File: src/rtl/mbar_pkg.sv
// shared types and constants for the modbus ascii frame receiver
`timescale 1ns / 1ps

package mbar_pkg;

   localparam int IDX_W = 5;

   localparam logic [1:0] ST_ACCEPT   = 2'd0;
   localparam logic [1:0] ST_TOO_LONG = 2'd1;
   localparam logic [1:0] ST_BUSY     = 2'd2;

   localparam logic CSR_STATION = 1'b0;
   localparam logic CSR_ENABLE  = 1'b1;

   typedef struct packed {
      logic       func;
      logic [7:0] rx_char;
      logic       busy_req;
   } req_type;

   typedef struct packed {
      logic [1:0]       status;
      logic [7:0]       command;
      logic [7:0]       data_byte;
      logic [IDX_W-1:0] data_index;
      logic [IDX_W-1:0] data_count;
      logic             byte_valid;
      logic             last;
   } rsp_type;

   typedef enum logic [1:0] {
      CMD_WRITE,
      CMD_EXC,
      CMD_RUN
   } cmd_kind_type;

   typedef struct packed {
      cmd_kind_type     kind;
      logic [1:0]       status;
      logic [7:0]       command;
      logic [7:0]       data;
      logic [IDX_W-1:0] idx;
   } cmd_type;

   typedef enum logic {
      BK_IDLE,
      BK_RUN
   } back_state_type;

endpackage

File: src/rtl/mbar_front.sv
// character decoder and framer: tracks frame position, lrc and data count
`timescale 1ns / 1ps

module mbar_front #(
   parameter int DATA_DEPTH = 32
) (
   input  logic             clock,
   input  logic             reset,
   input  logic             req_push,
   input  mbar_pkg::req_type req_data,
   input  logic             q_full,
   input  logic             csr_we,
   input  logic             csr_index,
   input  logic [7:0]       csr_wdata,
   output logic             q_push,
   output mbar_pkg::cmd_type q_entry
);
   import mbar_pkg::*;

   localparam int CW = $clog2(DATA_DEPTH + 1);
   localparam logic [CW-1:0] DEPTH_C = CW'(DATA_DEPTH);

   localparam logic [3:0] PH_IDLE     = 4'd0;
   localparam logic [3:0] PH_START    = 4'd1;
   localparam logic [3:0] PH_ADDR     = 4'd3;
   localparam logic [3:0] PH_CMD      = 4'd5;
   localparam logic [3:0] PH_DATA     = 4'd6;
   localparam logic [3:0] PH_BEYOND   = 4'd9;
   localparam logic [7:0] CH_COLON    = 8'h3a;
   localparam logic [7:0] CH_CR       = 8'h0d;
   localparam logic [7:0] CH_LF       = 8'h0a;

   function automatic logic [7:0] nibble_of(input logic [7:0] c);
      if (c < 8'h41) begin
         return c & 8'h0f;
      end
      return c - 8'h41 + 8'h0a;
   endfunction

   logic [7:0]    station_ff, station_in;
   logic          enable_ff, enable_in;
   logic [3:0]    phase_ff, phase_in;
   logic          parity_ff, parity_in;
   logic [7:0]    last_ff, last_in;
   logic [7:0]    pair_ff, pair_in;
   logic [7:0]    prior_ff, prior_in;
   logic [7:0]    lrc_ff, lrc_in;
   logic [CW-1:0] count_ff, count_in;
   logic [7:0]    command_ff, command_in;
   logic          pending_ff, pending_in;

   logic          accept;
   logic [7:0]    ch;
   logic [3:0]    ph;
   logic          par;
   logic [7:0]    pair;
   logic [7:0]    prior;
   logic [7:0]    pair_calc;
   logic [7:0]    sum;
   logic          lrc_ok;
   logic          eol_pair;
   logic [CW-1:0] count_dec;

   assign accept    = req_push && !q_full;
   assign ch        = req_data.rx_char;
   assign pair_calc = (nibble_of(last_ff) << 4) | nibble_of(ch);
   assign eol_pair  = (ch == CH_CR || ch == CH_LF) && (last_ff == CH_CR || last_ff == CH_LF);
   assign prior     = parity_ff ? prior_ff : pair_ff;
   assign sum       = lrc_ff - prior;
   assign lrc_ok    = prior == (8'd0 - sum);
   assign count_dec = (count_ff != '0) ? count_ff - CW'(1) : count_ff;

   always_ff @(posedge clock) begin
      if (reset) begin
         station_ff <= '0;
         enable_ff  <= 1'b0;
         phase_ff   <= PH_IDLE;
         parity_ff  <= 1'b0;
         last_ff    <= '0;
         pair_ff    <= '0;
         prior_ff   <= '0;
         lrc_ff     <= '0;
         count_ff   <= '0;
         command_ff <= 8'hff;
         pending_ff <= 1'b0;
      end else begin
         station_ff <= station_in;
         enable_ff  <= enable_in;
         phase_ff   <= phase_in;
         parity_ff  <= parity_in;
         last_ff    <= last_in;
         pair_ff    <= pair_in;
         prior_ff   <= prior_in;
         lrc_ff     <= lrc_in;
         count_ff   <= count_in;
         command_ff <= command_in;
         pending_ff <= pending_in;
      end
   end

   always_comb begin
      station_in = station_ff;
      enable_in  = enable_ff;
      phase_in   = phase_ff;
      parity_in  = parity_ff;
      last_in    = last_ff;
      pair_in    = pair_ff;
      prior_in   = prior_ff;
      lrc_in     = lrc_ff;
      count_in   = count_ff;
      command_in = command_ff;
      pending_in = pending_ff;
      q_push     = 1'b0;
      q_entry    = '0;
      ph         = (phase_ff < PH_BEYOND) ? phase_ff + 4'd1 : phase_ff;
      par        = ~parity_ff;
      pair       = par ? pair_calc : pair_ff;

      if (csr_we) begin
         case (csr_index)
            CSR_STATION: station_in = csr_wdata;
            CSR_ENABLE:  enable_in  = csr_wdata[0];
            default:     station_in = station_ff;
         endcase
      end

      if (accept) begin
         if (req_data.func) begin
            pending_in = 1'b0;
         end else if (!pending_ff && enable_ff) begin
            if (ch == CH_COLON) begin
               phase_in  = PH_START;
               parity_in = 1'b1;
               count_in  = '0;
               lrc_in    = '0;
            end else if (phase_ff != PH_IDLE) begin
               if (ph == PH_ADDR) begin
                  if (pair != station_ff) begin
                     ph = PH_IDLE;
                  end
               end else if (ph == PH_CMD) begin
                  command_in = pair;
               end else if (ph >= PH_DATA) begin
                  if (ph == PH_BEYOND && eol_pair) begin
                     if (lrc_ok) begin
                        q_push          = 1'b1;
                        q_entry.command = command_ff;
                        if (count_ff >= DEPTH_C) begin
                           q_entry.kind   = CMD_EXC;
                           q_entry.status = ST_TOO_LONG;
                        end else if (req_data.busy_req) begin
                           q_entry.kind   = CMD_EXC;
                           q_entry.status = ST_BUSY;
                        end else begin
                           q_entry.kind   = CMD_RUN;
                           q_entry.status = ST_ACCEPT;
                           q_entry.idx    = IDX_W'(count_dec);
                           pending_in     = 1'b1;
                           count_in       = count_dec;
                        end
                     end else begin
                        count_in = '0;
                     end
                     ph  = PH_IDLE;
                     par = 1'b0;
                  end else if (par && count_ff < DEPTH_C) begin
                     q_push       = 1'b1;
                     q_entry.kind = CMD_WRITE;
                     q_entry.data = pair;
                     q_entry.idx  = IDX_W'(count_ff);
                     count_in     = count_ff + CW'(1);
                  end
               end
               phase_in  = ph;
               parity_in = par;
               pair_in   = pair;
               prior_in  = prior;
               if (ph != PH_IDLE && par) begin
                  lrc_in = lrc_ff + pair;
               end
               last_in = ch;
            end
         end
      end
   end

endmodule

File: src/rtl/mbar_cmd_queue.sv
// short command queue between the framer and the result sequencer
`timescale 1ns / 1ps

module mbar_cmd_queue (
   input  logic              clock,
   input  logic              reset,
   input  logic              push,
   input  mbar_pkg::cmd_type push_data,
   input  logic              pop,
   output logic              full,
   output logic              empty,
   output mbar_pkg::cmd_type head
);
   import mbar_pkg::*;

   localparam int DEPTH = 4;
   localparam int PW    = $clog2(DEPTH);

   cmd_type       slot_ff [DEPTH];
   logic [PW-1:0] wr_ff, wr_in;
   logic [PW-1:0] rd_ff, rd_in;
   logic [PW:0]   cnt_ff, cnt_in;
   logic          do_push;
   logic          do_pop;

   assign full    = cnt_ff == (PW + 1)'(DEPTH);
   assign empty   = cnt_ff == '0;
   assign head    = slot_ff[rd_ff];
   assign do_push = push && !full;
   assign do_pop  = pop && !empty;

   always_comb begin
      wr_in  = do_push ? wr_ff + PW'(1) : wr_ff;
      rd_in  = do_pop ? rd_ff + PW'(1) : rd_ff;
      cnt_in = cnt_ff + (PW + 1)'(do_push) - (PW + 1)'(do_pop);
   end

   always_ff @(posedge clock) begin
      if (reset) begin
         wr_ff  <= '0;
         rd_ff  <= '0;
         cnt_ff <= '0;
      end else begin
         wr_ff  <= wr_in;
         rd_ff  <= rd_in;
         cnt_ff <= cnt_in;
      end
   end

   always_ff @(posedge clock) begin
      if (do_push) begin
         slot_ff[wr_ff] <= push_data;
      end
   end

endmodule

File: src/rtl/mbar_back.sv
// result sequencer: data store writes, exceptions and the run of stored bytes
`timescale 1ns / 1ps

module mbar_back #(
   parameter int DATA_DEPTH = 32
) (
   input  logic              clock,
   input  logic              reset,
   input  logic              q_empty,
   input  mbar_pkg::cmd_type q_head,
   output logic              q_pop,
   input  logic              rsp_pop,
   output logic              rsp_empty,
   output mbar_pkg::rsp_type rsp_data
);
   import mbar_pkg::*;

   localparam int AW = $clog2(DATA_DEPTH);

   logic [7:0]       mem [DATA_DEPTH];
   logic [7:0]       rd_data_ff;

   back_state_type   state_ff, state_in;
   logic [IDX_W-1:0] idx_ff, idx_in;
   logic [IDX_W-1:0] cnt_ff, cnt_in;
   logic [7:0]       cmd_ff, cmd_in;
   logic             rd_pend_ff, rd_pend_in;
   logic             out_valid_ff, out_valid_in;
   rsp_type          out_ff, out_in;

   logic             out_free;
   logic             mem_we;
   logic             mem_re;
   logic             run_last;

   assign out_free  = !out_valid_ff || rsp_pop;
   assign rsp_empty = !out_valid_ff;
   assign rsp_data  = out_ff;
   assign run_last  = ({1'b0, idx_ff} + (IDX_W + 1)'(1)) == {1'b0, cnt_ff};

   always_ff @(posedge clock) begin
      if (mem_we) begin
         mem[q_head.idx[AW-1:0]] <= q_head.data;
      end
      if (mem_re) begin
         rd_data_ff <= mem[idx_ff[AW-1:0]];
      end
   end

   always_ff @(posedge clock) begin
      if (reset) begin
         state_ff     <= BK_IDLE;
         rd_pend_ff   <= 1'b0;
         out_valid_ff <= 1'b0;
      end else begin
         state_ff     <= state_in;
         rd_pend_ff   <= rd_pend_in;
         out_valid_ff <= out_valid_in;
      end
      idx_ff <= idx_in;
      cnt_ff <= cnt_in;
      cmd_ff <= cmd_in;
      out_ff <= out_in;
   end

   always_comb begin
      state_in     = state_ff;
      idx_in       = idx_ff;
      cnt_in       = cnt_ff;
      cmd_in       = cmd_ff;
      rd_pend_in   = rd_pend_ff;
      out_valid_in = out_valid_ff && !rsp_pop;
      out_in       = out_ff;
      q_pop        = 1'b0;
      mem_we       = 1'b0;
      mem_re       = 1'b0;

      case (state_ff)
         BK_IDLE: begin
            if (!q_empty) begin
               case (q_head.kind)
                  CMD_WRITE: begin
                     mem_we = 1'b1;
                     q_pop  = 1'b1;
                  end
                  CMD_EXC: begin
                     if (out_free) begin
                        q_pop          = 1'b1;
                        out_valid_in   = 1'b1;
                        out_in         = '0;
                        out_in.status  = q_head.status;
                        out_in.command = q_head.command;
                        out_in.last    = 1'b1;
                     end
                  end
                  CMD_RUN: begin
                     if (q_head.idx != '0) begin
                        q_pop    = 1'b1;
                        idx_in   = '0;
                        cnt_in   = q_head.idx;
                        cmd_in   = q_head.command;
                        state_in = BK_RUN;
                     end else if (out_free) begin
                        // accepted frame without data bytes
                        q_pop          = 1'b1;
                        out_valid_in   = 1'b1;
                        out_in         = '0;
                        out_in.status  = ST_ACCEPT;
                        out_in.command = q_head.command;
                        out_in.last    = 1'b1;
                     end
                  end
                  default: begin
                     q_pop = 1'b1;
                  end
               endcase
            end
         end
         BK_RUN: begin
            if (!rd_pend_ff) begin
               mem_re     = 1'b1;
               rd_pend_in = 1'b1;
            end else if (out_free) begin
               rd_pend_in        = 1'b0;
               out_valid_in      = 1'b1;
               out_in.status     = ST_ACCEPT;
               out_in.command    = cmd_ff;
               out_in.data_byte  = rd_data_ff;
               out_in.data_index = idx_ff;
               out_in.data_count = cnt_ff;
               out_in.byte_valid = 1'b1;
               out_in.last       = run_last;
               idx_in            = idx_ff + IDX_W'(1);
               if (run_last) begin
                  state_in = BK_IDLE;
               end
            end
         end
         default: begin
            state_in = BK_IDLE;
         end
      endcase
   end

endmodule

File: src/rtl/modbus_ascii_frame_receiver.sv
// top level of the modbus ascii slave frame receiver
`timescale 1ns / 1ps

// The receiver takes one item per cycle on the req_ side while its command
// queue (four entries) has room: a character, or a release of a pending
// message. The framer decodes hex pairs, checks the station address and the
// lrc, and queues store writes and frame outcomes. The result sequencer takes
// one queued store write per cycle while idle, puts out an exception or an
// empty accepted frame as one registered response, and plays back a frame's
// data byte by byte, each read into a register from the data store. Accepted
// frames block further characters until a release item arrives; exceptions
// and bad frames do not. Configuration writes on the csr_ port are registered.

module modbus_ascii_frame_receiver #(
   parameter int DATA_DEPTH = 32
) (
   input  logic              clock,
   input  logic              reset,
   input  logic              req_push,
   output logic              req_full,
   input  mbar_pkg::req_type req_data,
   output logic              rsp_empty,
   input  logic              rsp_pop,
   output mbar_pkg::rsp_type rsp_data,
   input  logic              csr_we,
   input  logic              csr_index,
   input  logic [7:0]        csr_wdata
);
   import mbar_pkg::*;

   logic    q_push;
   cmd_type q_entry;
   logic    q_pop;
   logic    q_full;
   logic    q_empty;
   cmd_type q_head;

   assign req_full = q_full;

   mbar_front #(
      .DATA_DEPTH(DATA_DEPTH)
   ) u_front (
      .clock    (clock),
      .reset    (reset),
      .req_push (req_push),
      .req_data (req_data),
      .q_full   (q_full),
      .csr_we   (csr_we),
      .csr_index(csr_index),
      .csr_wdata(csr_wdata),
      .q_push   (q_push),
      .q_entry  (q_entry)
   );

   mbar_cmd_queue u_queue (
      .clock    (clock),
      .reset    (reset),
      .push     (q_push),
      .push_data(q_entry),
      .pop      (q_pop),
      .full     (q_full),
      .empty    (q_empty),
      .head     (q_head)
   );

   mbar_back #(
      .DATA_DEPTH(DATA_DEPTH)
   ) u_back (
      .clock    (clock),
      .reset    (reset),
      .q_empty  (q_empty),
      .q_head   (q_head),
      .q_pop    (q_pop),
      .rsp_pop  (rsp_pop),
      .rsp_empty(rsp_empty),
      .rsp_data (rsp_data)
   );

endmodule
File: config.mk
export PLATFORM = sky130hd
export DESIGN_NAME = modbus_ascii_frame_receiver
export DESIGN_NICKNAME = d
export VERILOG_FILES = /design/src/rtl/mbar_pkg.sv /design/src/rtl/mbar_front.sv /design/src/rtl/mbar_cmd_queue.sv /design/src/rtl/mbar_back.sv /design/src/rtl/modbus_ascii_frame_receiver.sv
export SDC_FILE = /design/constraint.sdc
export NUM_CORES = 1
export LEC_CHECK = 0
export ABC_AREA = 0
export BUFFER_PORTS_ARGS = -buffer_cell sky130_fd_sc_hd__buf_4
export CORE_MARGIN = 2
export CORE_UTILIZATION = 40
export CTS_BUF_LIST = sky130_fd_sc_hd__clkbuf_8 sky130_fd_sc_hd__clkbuf_16
export CTS_CLUSTER_SIZE = 28
export DETAILED_ROUTE_END_ITERATION = 7
export SLEW_MARGIN = 25
export SYNTH_ARGS = -nofsm -noshare
export SYNTH_HDL_FRONTEND = slang
export SYNTH_SLANG_ARGS = --single-unit
File: constraint.sdc
create_clock -name clock -period 5.19 [get_ports clock]
set_input_delay 1.038 -clock clock [delete_from_list [all_inputs] [get_ports clock]]
set_output_delay 1.038 -clock clock [all_outputs]
set_load 0.05 [all_outputs]
==> impl_metrics.yaml, run 1 <==
outcome:
  status: "complete, no violations"
die:
  fp-row-count: 84
  die_h_um: 233.7
  pin_count: 56
  start_util_pct: 40.31
  core_sq_um: 52340
  die_area_sq_um: 54600
  die_w_um: 233.7
logic_synthesis:
  synth_fp_nets: 1431
  avgSynthCellArea_sq_um: 15.41
  async_flop_share_pct: 0
  synth_cells: 1369
  seq_area_frac_synth_pct: 65.47
  synth_cell_types: 85
  synth.top_cell.area_share_pct: 58.64
  ys_warn_count: 0
  synthTopCellsByArea: "edfxtp_1 59%, mux4_2 11%, dfxtp_1 6.8%, ha_1 2.1%, nor2_1 2.0%"
  synth_ff_type: "edfxtp_1"
  synthesis.area_sq_um: 21100
  synth_edf_count: 412
  yosys.area.top_type: "edfxtp_1"
  synth-seq-cells: 484
grt:
  grt-ovfl-total: 0
  grt_pass1_wl_um: 70510
  grt_start_max_net_pins: 55
  track_usage_pct: 17.06
  grt_pass1_vias: 11820
  grt_antenna_before_repair: 0
timing:
  setup_tns_ps: 0
  max_freq_mhz: 238.3
  rsz0062_at_grt: "no"
  skew_ps: 41.27
  setup_slack_ps: 993.7
  period_needed_ps: 4196
  final_hold_viol_count: 0
  hold_slack_ps: 455.5
  slew_violations: 0
  worst_pin_slew_ps: 1076
  finalSetupViolCount: 0
  maxSlewHeadroom_pct: 28.28
  fin_crit_sh_pct: 80.85
detailed_routing:
  highest_layer: "met4"
  wl_per_cell_um: 21.22
  num_vias: 11860
  drc_errors: 0
  vias_per_cell: 5.501
  drtIter0Drc: 961
  dr_wl_met2_um: 21590
  postRouteAntennaNets: 0
  met1_length_um: 20430
  met3_length_um: 2473
  drt_first_pass_iters: 5
  wirelength_um: 45750
finish:
  final_common_cell: "edfxtp_1"
  antennaDiodeCount: 0
  area_growth_pct: 13.26
  layout_common_cells: "412 x edfxtp_1, 115 x nor2_1, 105 x mux4_2"
  finish.utilization_pct: 45.66
  final_area_sq_um: 23900
  final_nets: 1491
  final.fill_count: 4565
  drive_gt1_share_pct: 20.37
hold_path:
  min_path_type: "register to register"
cts:
  clockRootBuffer: "clkbuf_16"
  h-tree-depth: 2
  cts.sinks: 484
  clkSlewWorstSetupHoldPaths_ps: 60
  cts_tree: "built"
  ctsResizeCount: 0
  clk_path_buf_depth: 3
  clk_latency_ps: 600
  hold_buffers: 0
  cts_setup_buffers: 0
  numCtsBuffers: 50
setup_path:
  cp-end-kind: "register"
  crit_required_ps: 5490
  crit_fanout: 16
  crit_type: "register to register"
  arrival_ps: 4490
  cp-start-kind: "register"
power_and_ir_drop:
  pwr-share-seq_pct: 44.9
  p_switching_uw: 3586
  p_int_uw: 8042
  comb_power_share_pct: 25.6
  clkPwrFrac_pct: 29.5
  p_leak_uw: 0.007984
  p_sw_share_pct: 30.84
  p_per_area_nw_per_um2: 486.6
  vdd_drop_max_mv: 0.3002
placement:
  place_congestion: 0.8443
  preCtsSetupSlack_ps: 901.3
  place_area_sq_um: 22320
  post-dp-hpwl_um: 30250
  numPortBuffers: 55
run:
  cap_violations: 0
flip-flops by register name, summed over array words and instances, names as in the netlist, 3 cells and up, named ones only:
signal and count:
u_front.station_ff 8, u_back.cmd_ff 8, u_back.mem 256, u_back.idx_ff 5, u_queue.slot_ff 100, u_back.cnt_ff 5
u_queue.cnt_ff 3, u_front.count_ff 6, u_back.rd_data_ff 8, u_front.pair_ff 8, u_front.last_ff 8, u_front.lrc_ff 8
u_front.prior_ff 7, u_front.command_ff 8, u_front.phase_ff 4, u_back.rsp_data 30
layer usage:
metal  vias up  global-route usage (%)
li1       5409                       -
met1      6005                   23.91
met2       367                   27.20
met3        80                   2.563
met4         0                   5.874
met5         -                       0
layout make-up:
type	count	area (sq um)	share of cell area (%)
clock buffer	51	1276	5.341
clock inverter	40	302.8	1.267
inverter	54	202.7	0.8482
multi-input combinational	765	6822	28.55
sequential	484	13810	57.81
tap	688	860.8	3.602
timing repair buffer	74	618.1	2.587
worst max-delay path, cell delays in order (launching register included):
cell	delay [ps]
dfxtp_1	640
buf_4	340
mux2_2	410
ha_1	340
a21oi_1	180
xnor2_1	70
or3_1	370
a22oi_1	270
nand3_1	150
nor2_1	160
o21ba_2	240
and2_1	460
buf_4	280
final timing paths:
check | slack, ps | start | to | depth (start not counted)
worst max-delay path | 990 | u_front.parity_ff | u_queue.slot_ff[0][19] | 12
worst min register to register | 460 | u_front.prior_ff[1] | u_front.prior_ff[1] | 2
worst max register to register | 990 | u_front.parity_ff | u_queue.slot_ff[0][19] | 12
worst min-delay path | 460 | u_front.prior_ff[1] | u_front.prior_ff[1] | 2
power groups by stage:
stage	logic (uW)	registers, uW	clock network (uW)
after CTS	3030	5230	3510
after detailed placement	3020	5310	0
after global placement	2960	5300	0
final	2980	5220	3430
after floorplan	1670	5650	0
after global routing	3220	5260	3660
cell usage after synthesis, types with 21 or more instances:
cell type,n
o21ai_0,21
and2_1,40
ha_1,36
inv_1,54
nand3_1,26
mux4_2,105
clkbuf_1,47
a21oi_1,36
xnor2_1,26
nor2_1,115
dfxtp_1,72
nand2_1,84
edfxtp_1,412
kinds of logic (layout without fill, tap and decap cells):
family	Yosys count	count (layout)	share of synthesized area [%]
flip-flops	484	484	65.47
AND/OR/NAND/NOR	366	366	8.836
AO/OA/AOI/OAI	174	174	5.936
multiplexers	149	149	13.56
buffers and inverters	120	219	2.301
adder cells (fa/ha/maj)	38	38	2.325
XOR/XNOR	38	38	1.577
stage by stage:
stage | std cells | power [uW]
floorplan | 1369 | 7318
global placement | 2065 | 8260
detailed placement | 2065 | 8329
CTS | 2156 | 11770
global route | 2156 | 12140
finish | 2156 | 11630
Note: power is estimated with default switching activity, not from simulation.
==> run 2: changes to the inputs <==
- clock period: 5.19 -> 4.2 ns (I/O delays scaled with it)
==> impl_metrics.yaml, run 2 (synthesized netlist as in run 1, its figures left out) <==
hold_path:
  hold-path-endpoint: "u_front.pending_ff"
  min_path_type: "input pin to register"
  hold_path_depth: 2
  min_from: "req_push"
detailed_routing:
  wirelength_um: 46850
  wl_per_cell_um: 21.27
  drtIter0Drc: 887
  postRouteAntennaNets: 0
  drc_errors: 0
  vias_per_cell: 5.448
  num_vias: 12000
  drt_first_pass_iters: 5
setup_path:
  crit_fanout: 10
  arrival_ps: 4310
  cp-end-kind: "register"
  critPathSlowestCell: "dfxtp_2"
  worst_r2r_path_depth: 13
  worstPathCellList: "mux2i_1, inv_1, ha_1, nand3_1, a211oi_2, o211ai_1, a22oi_1, nand3_1, nor2_1, o21ba_2, ha_1, fa_1, nor2b_1"
  crit_type: "register to register"
  cpPeakStageDelay_ps: 490
  ff2ff_setup_slack_ps: 340
  cp-start-kind: "register"
  r2r-end: "u_queue.cnt_ff[1]"
  crit_required_ps: 4650
  r2r-start: "u_front.parity_ff"
timing:
  period_needed_ps: 3862
  final_hold_viol_count: 0
  maxSlewHeadroom_pct: 31.19
  slew_violations: 0
  max_freq_mhz: 259.0
  rsz0062_at_grt: "no"
  finalSetupViolCount: 0
  worst_pin_slew_ps: 1030
  skew_ps: 28.41
  fin_crit_sh_pct: 91.94
  setup_tns_ps: 0
cts:
  numCtsBuffers: 51
  hold_buffers: 0
  cts.sinks: 484
  clkSlewWorstSetupHoldPaths_ps: 60
  cts_tree: "built"
  clockRootBuffer: "clkbuf_16"
  cts_setup_buffers: 0
  clk_path_buf_depth: 3
  h-tree-depth: 2
  clk_latency_ps: 610
grt:
  gr-usage-met2_pct: 27.87
  grt_antenna_before_repair: 0
  grt_pass1_vias: 11810
  busiest_layer: "met2"
  met1_usage_pct: 24.54
  gr-usage-met3_pct: 3.113
  grt_start_max_net_pins: 68
  track_usage_pct: 17.35
  grt_pass1_wl_um: 71540
  grt-ovfl-total: 0
finish:
  final_area_sq_um: 24250
  antennaDiodeCount: 0
  layoutNonFillerInstCount: 2203
  layout_common_cells: "412 x edfxtp_1, 115 x nor2_1, 114 x buf_4"
  drive_gt1_share_pct: 22.90
  area_growth_pct: 14.95
  final_nets: 1540
  largest_reg_flops: 256
  finish.utilization_pct: 46.34
  final_common_cell: "edfxtp_1"
power_and_ir_drop:
  p_leak_uw: 0.008231
  vdd_drop_max_mv: 0.3475
  total_power_uw: 14420
  p_per_area_nw_per_um2: 594.7
placement:
  place_area_sq_um: 22690
  post-dp-hpwl_um: 30900
  numPortBuffers: 55
  place_congestion: 0.8759
  post-place-cells: 2112
die:
  pin_count: 56
  core_sq_um: 52340
  die_area_sq_um: 54600
  die_w_um: 233.7
  fp-row-count: 84
  start_util_pct: 40.31
  die_h_um: 233.7
outcome:
  status: "complete, no violations"
run:
  cap_violations: 0
run 2: how the worst max path moves through the flow:
stage	from	to	slack [ps]	cells past startpoint
6_report	u_front.parity_ff	u_queue.cnt_ff[1]	340	13
5_1_grt	u_front.parity_ff	u_queue.cnt_ff[1]	90	13
4_1_cts	u_front.parity_ff	u_queue.cnt_ff[1]	130	13
3_5_place_dp	u_front.parity_ff	u_queue.cnt_ff[1]	160	13
3_3_place_gp	u_front.parity_ff	u_queue.cnt_ff[1]	340	13
2_1_floorplan	register	u_back.rsp_data[0]	40	8
run 2: repair_timing:
| item | in CTS | in global routing |
|---|---|---|
| endpoints found under the hold margin | 0 | 0 |
| endpoints found under the setup margin | 0 | 1 |
| resized for setup | 0 | 1 |
run 2: final cells by class:
| type | instances | area (sq um) |
|---|---|---|
| Fill cell | 4542 | 28090 |
| Sequential cell | 484 | 13820 |
| Multi-Input combinational cell | 765 | 6819 |
| Clock buffer | 52 | 1290 |
| Timing Repair Buffer | 122 | 1011 |
| Tap cell | 688 | 860.8 |
| Clock inverter | 38 | 254.0 |
| Inverter | 54 | 202.7 |
run 2: layer usage:
metal	up-vias	routed length (um)	share of wire [%]
met5	-	0	0
met4	0	928	2.0
met3	67	2353	5.0
met2	314	22210	47
met1	6118	21360	46
li1	5503	-	-
run 2: power breakdown:
group          internal (uW)  total (uW)  switching [uW]
clock network           2350        4190            1840
logic                   1370        3810            2440
registers               6240        6430             182
run 2: metrics by stage:
step	hold WS (ps)	setup slack [ps]
after global routing	441.6	88.71
after floorplan	432.0	37.47
final	453.2	338.3
after global placement	452.8	339.7
after CTS	423.4	128.1
after detailed placement	477.0	159.2
run 2: critical path, delay by kind of cell (launching register included):
family,cells,cell delay (ps)
simple gates,4,630
fa+ha+maj,3,1000
flops,1,490
compound gates,4,1080
mux,1,420
buf+inv,1,90
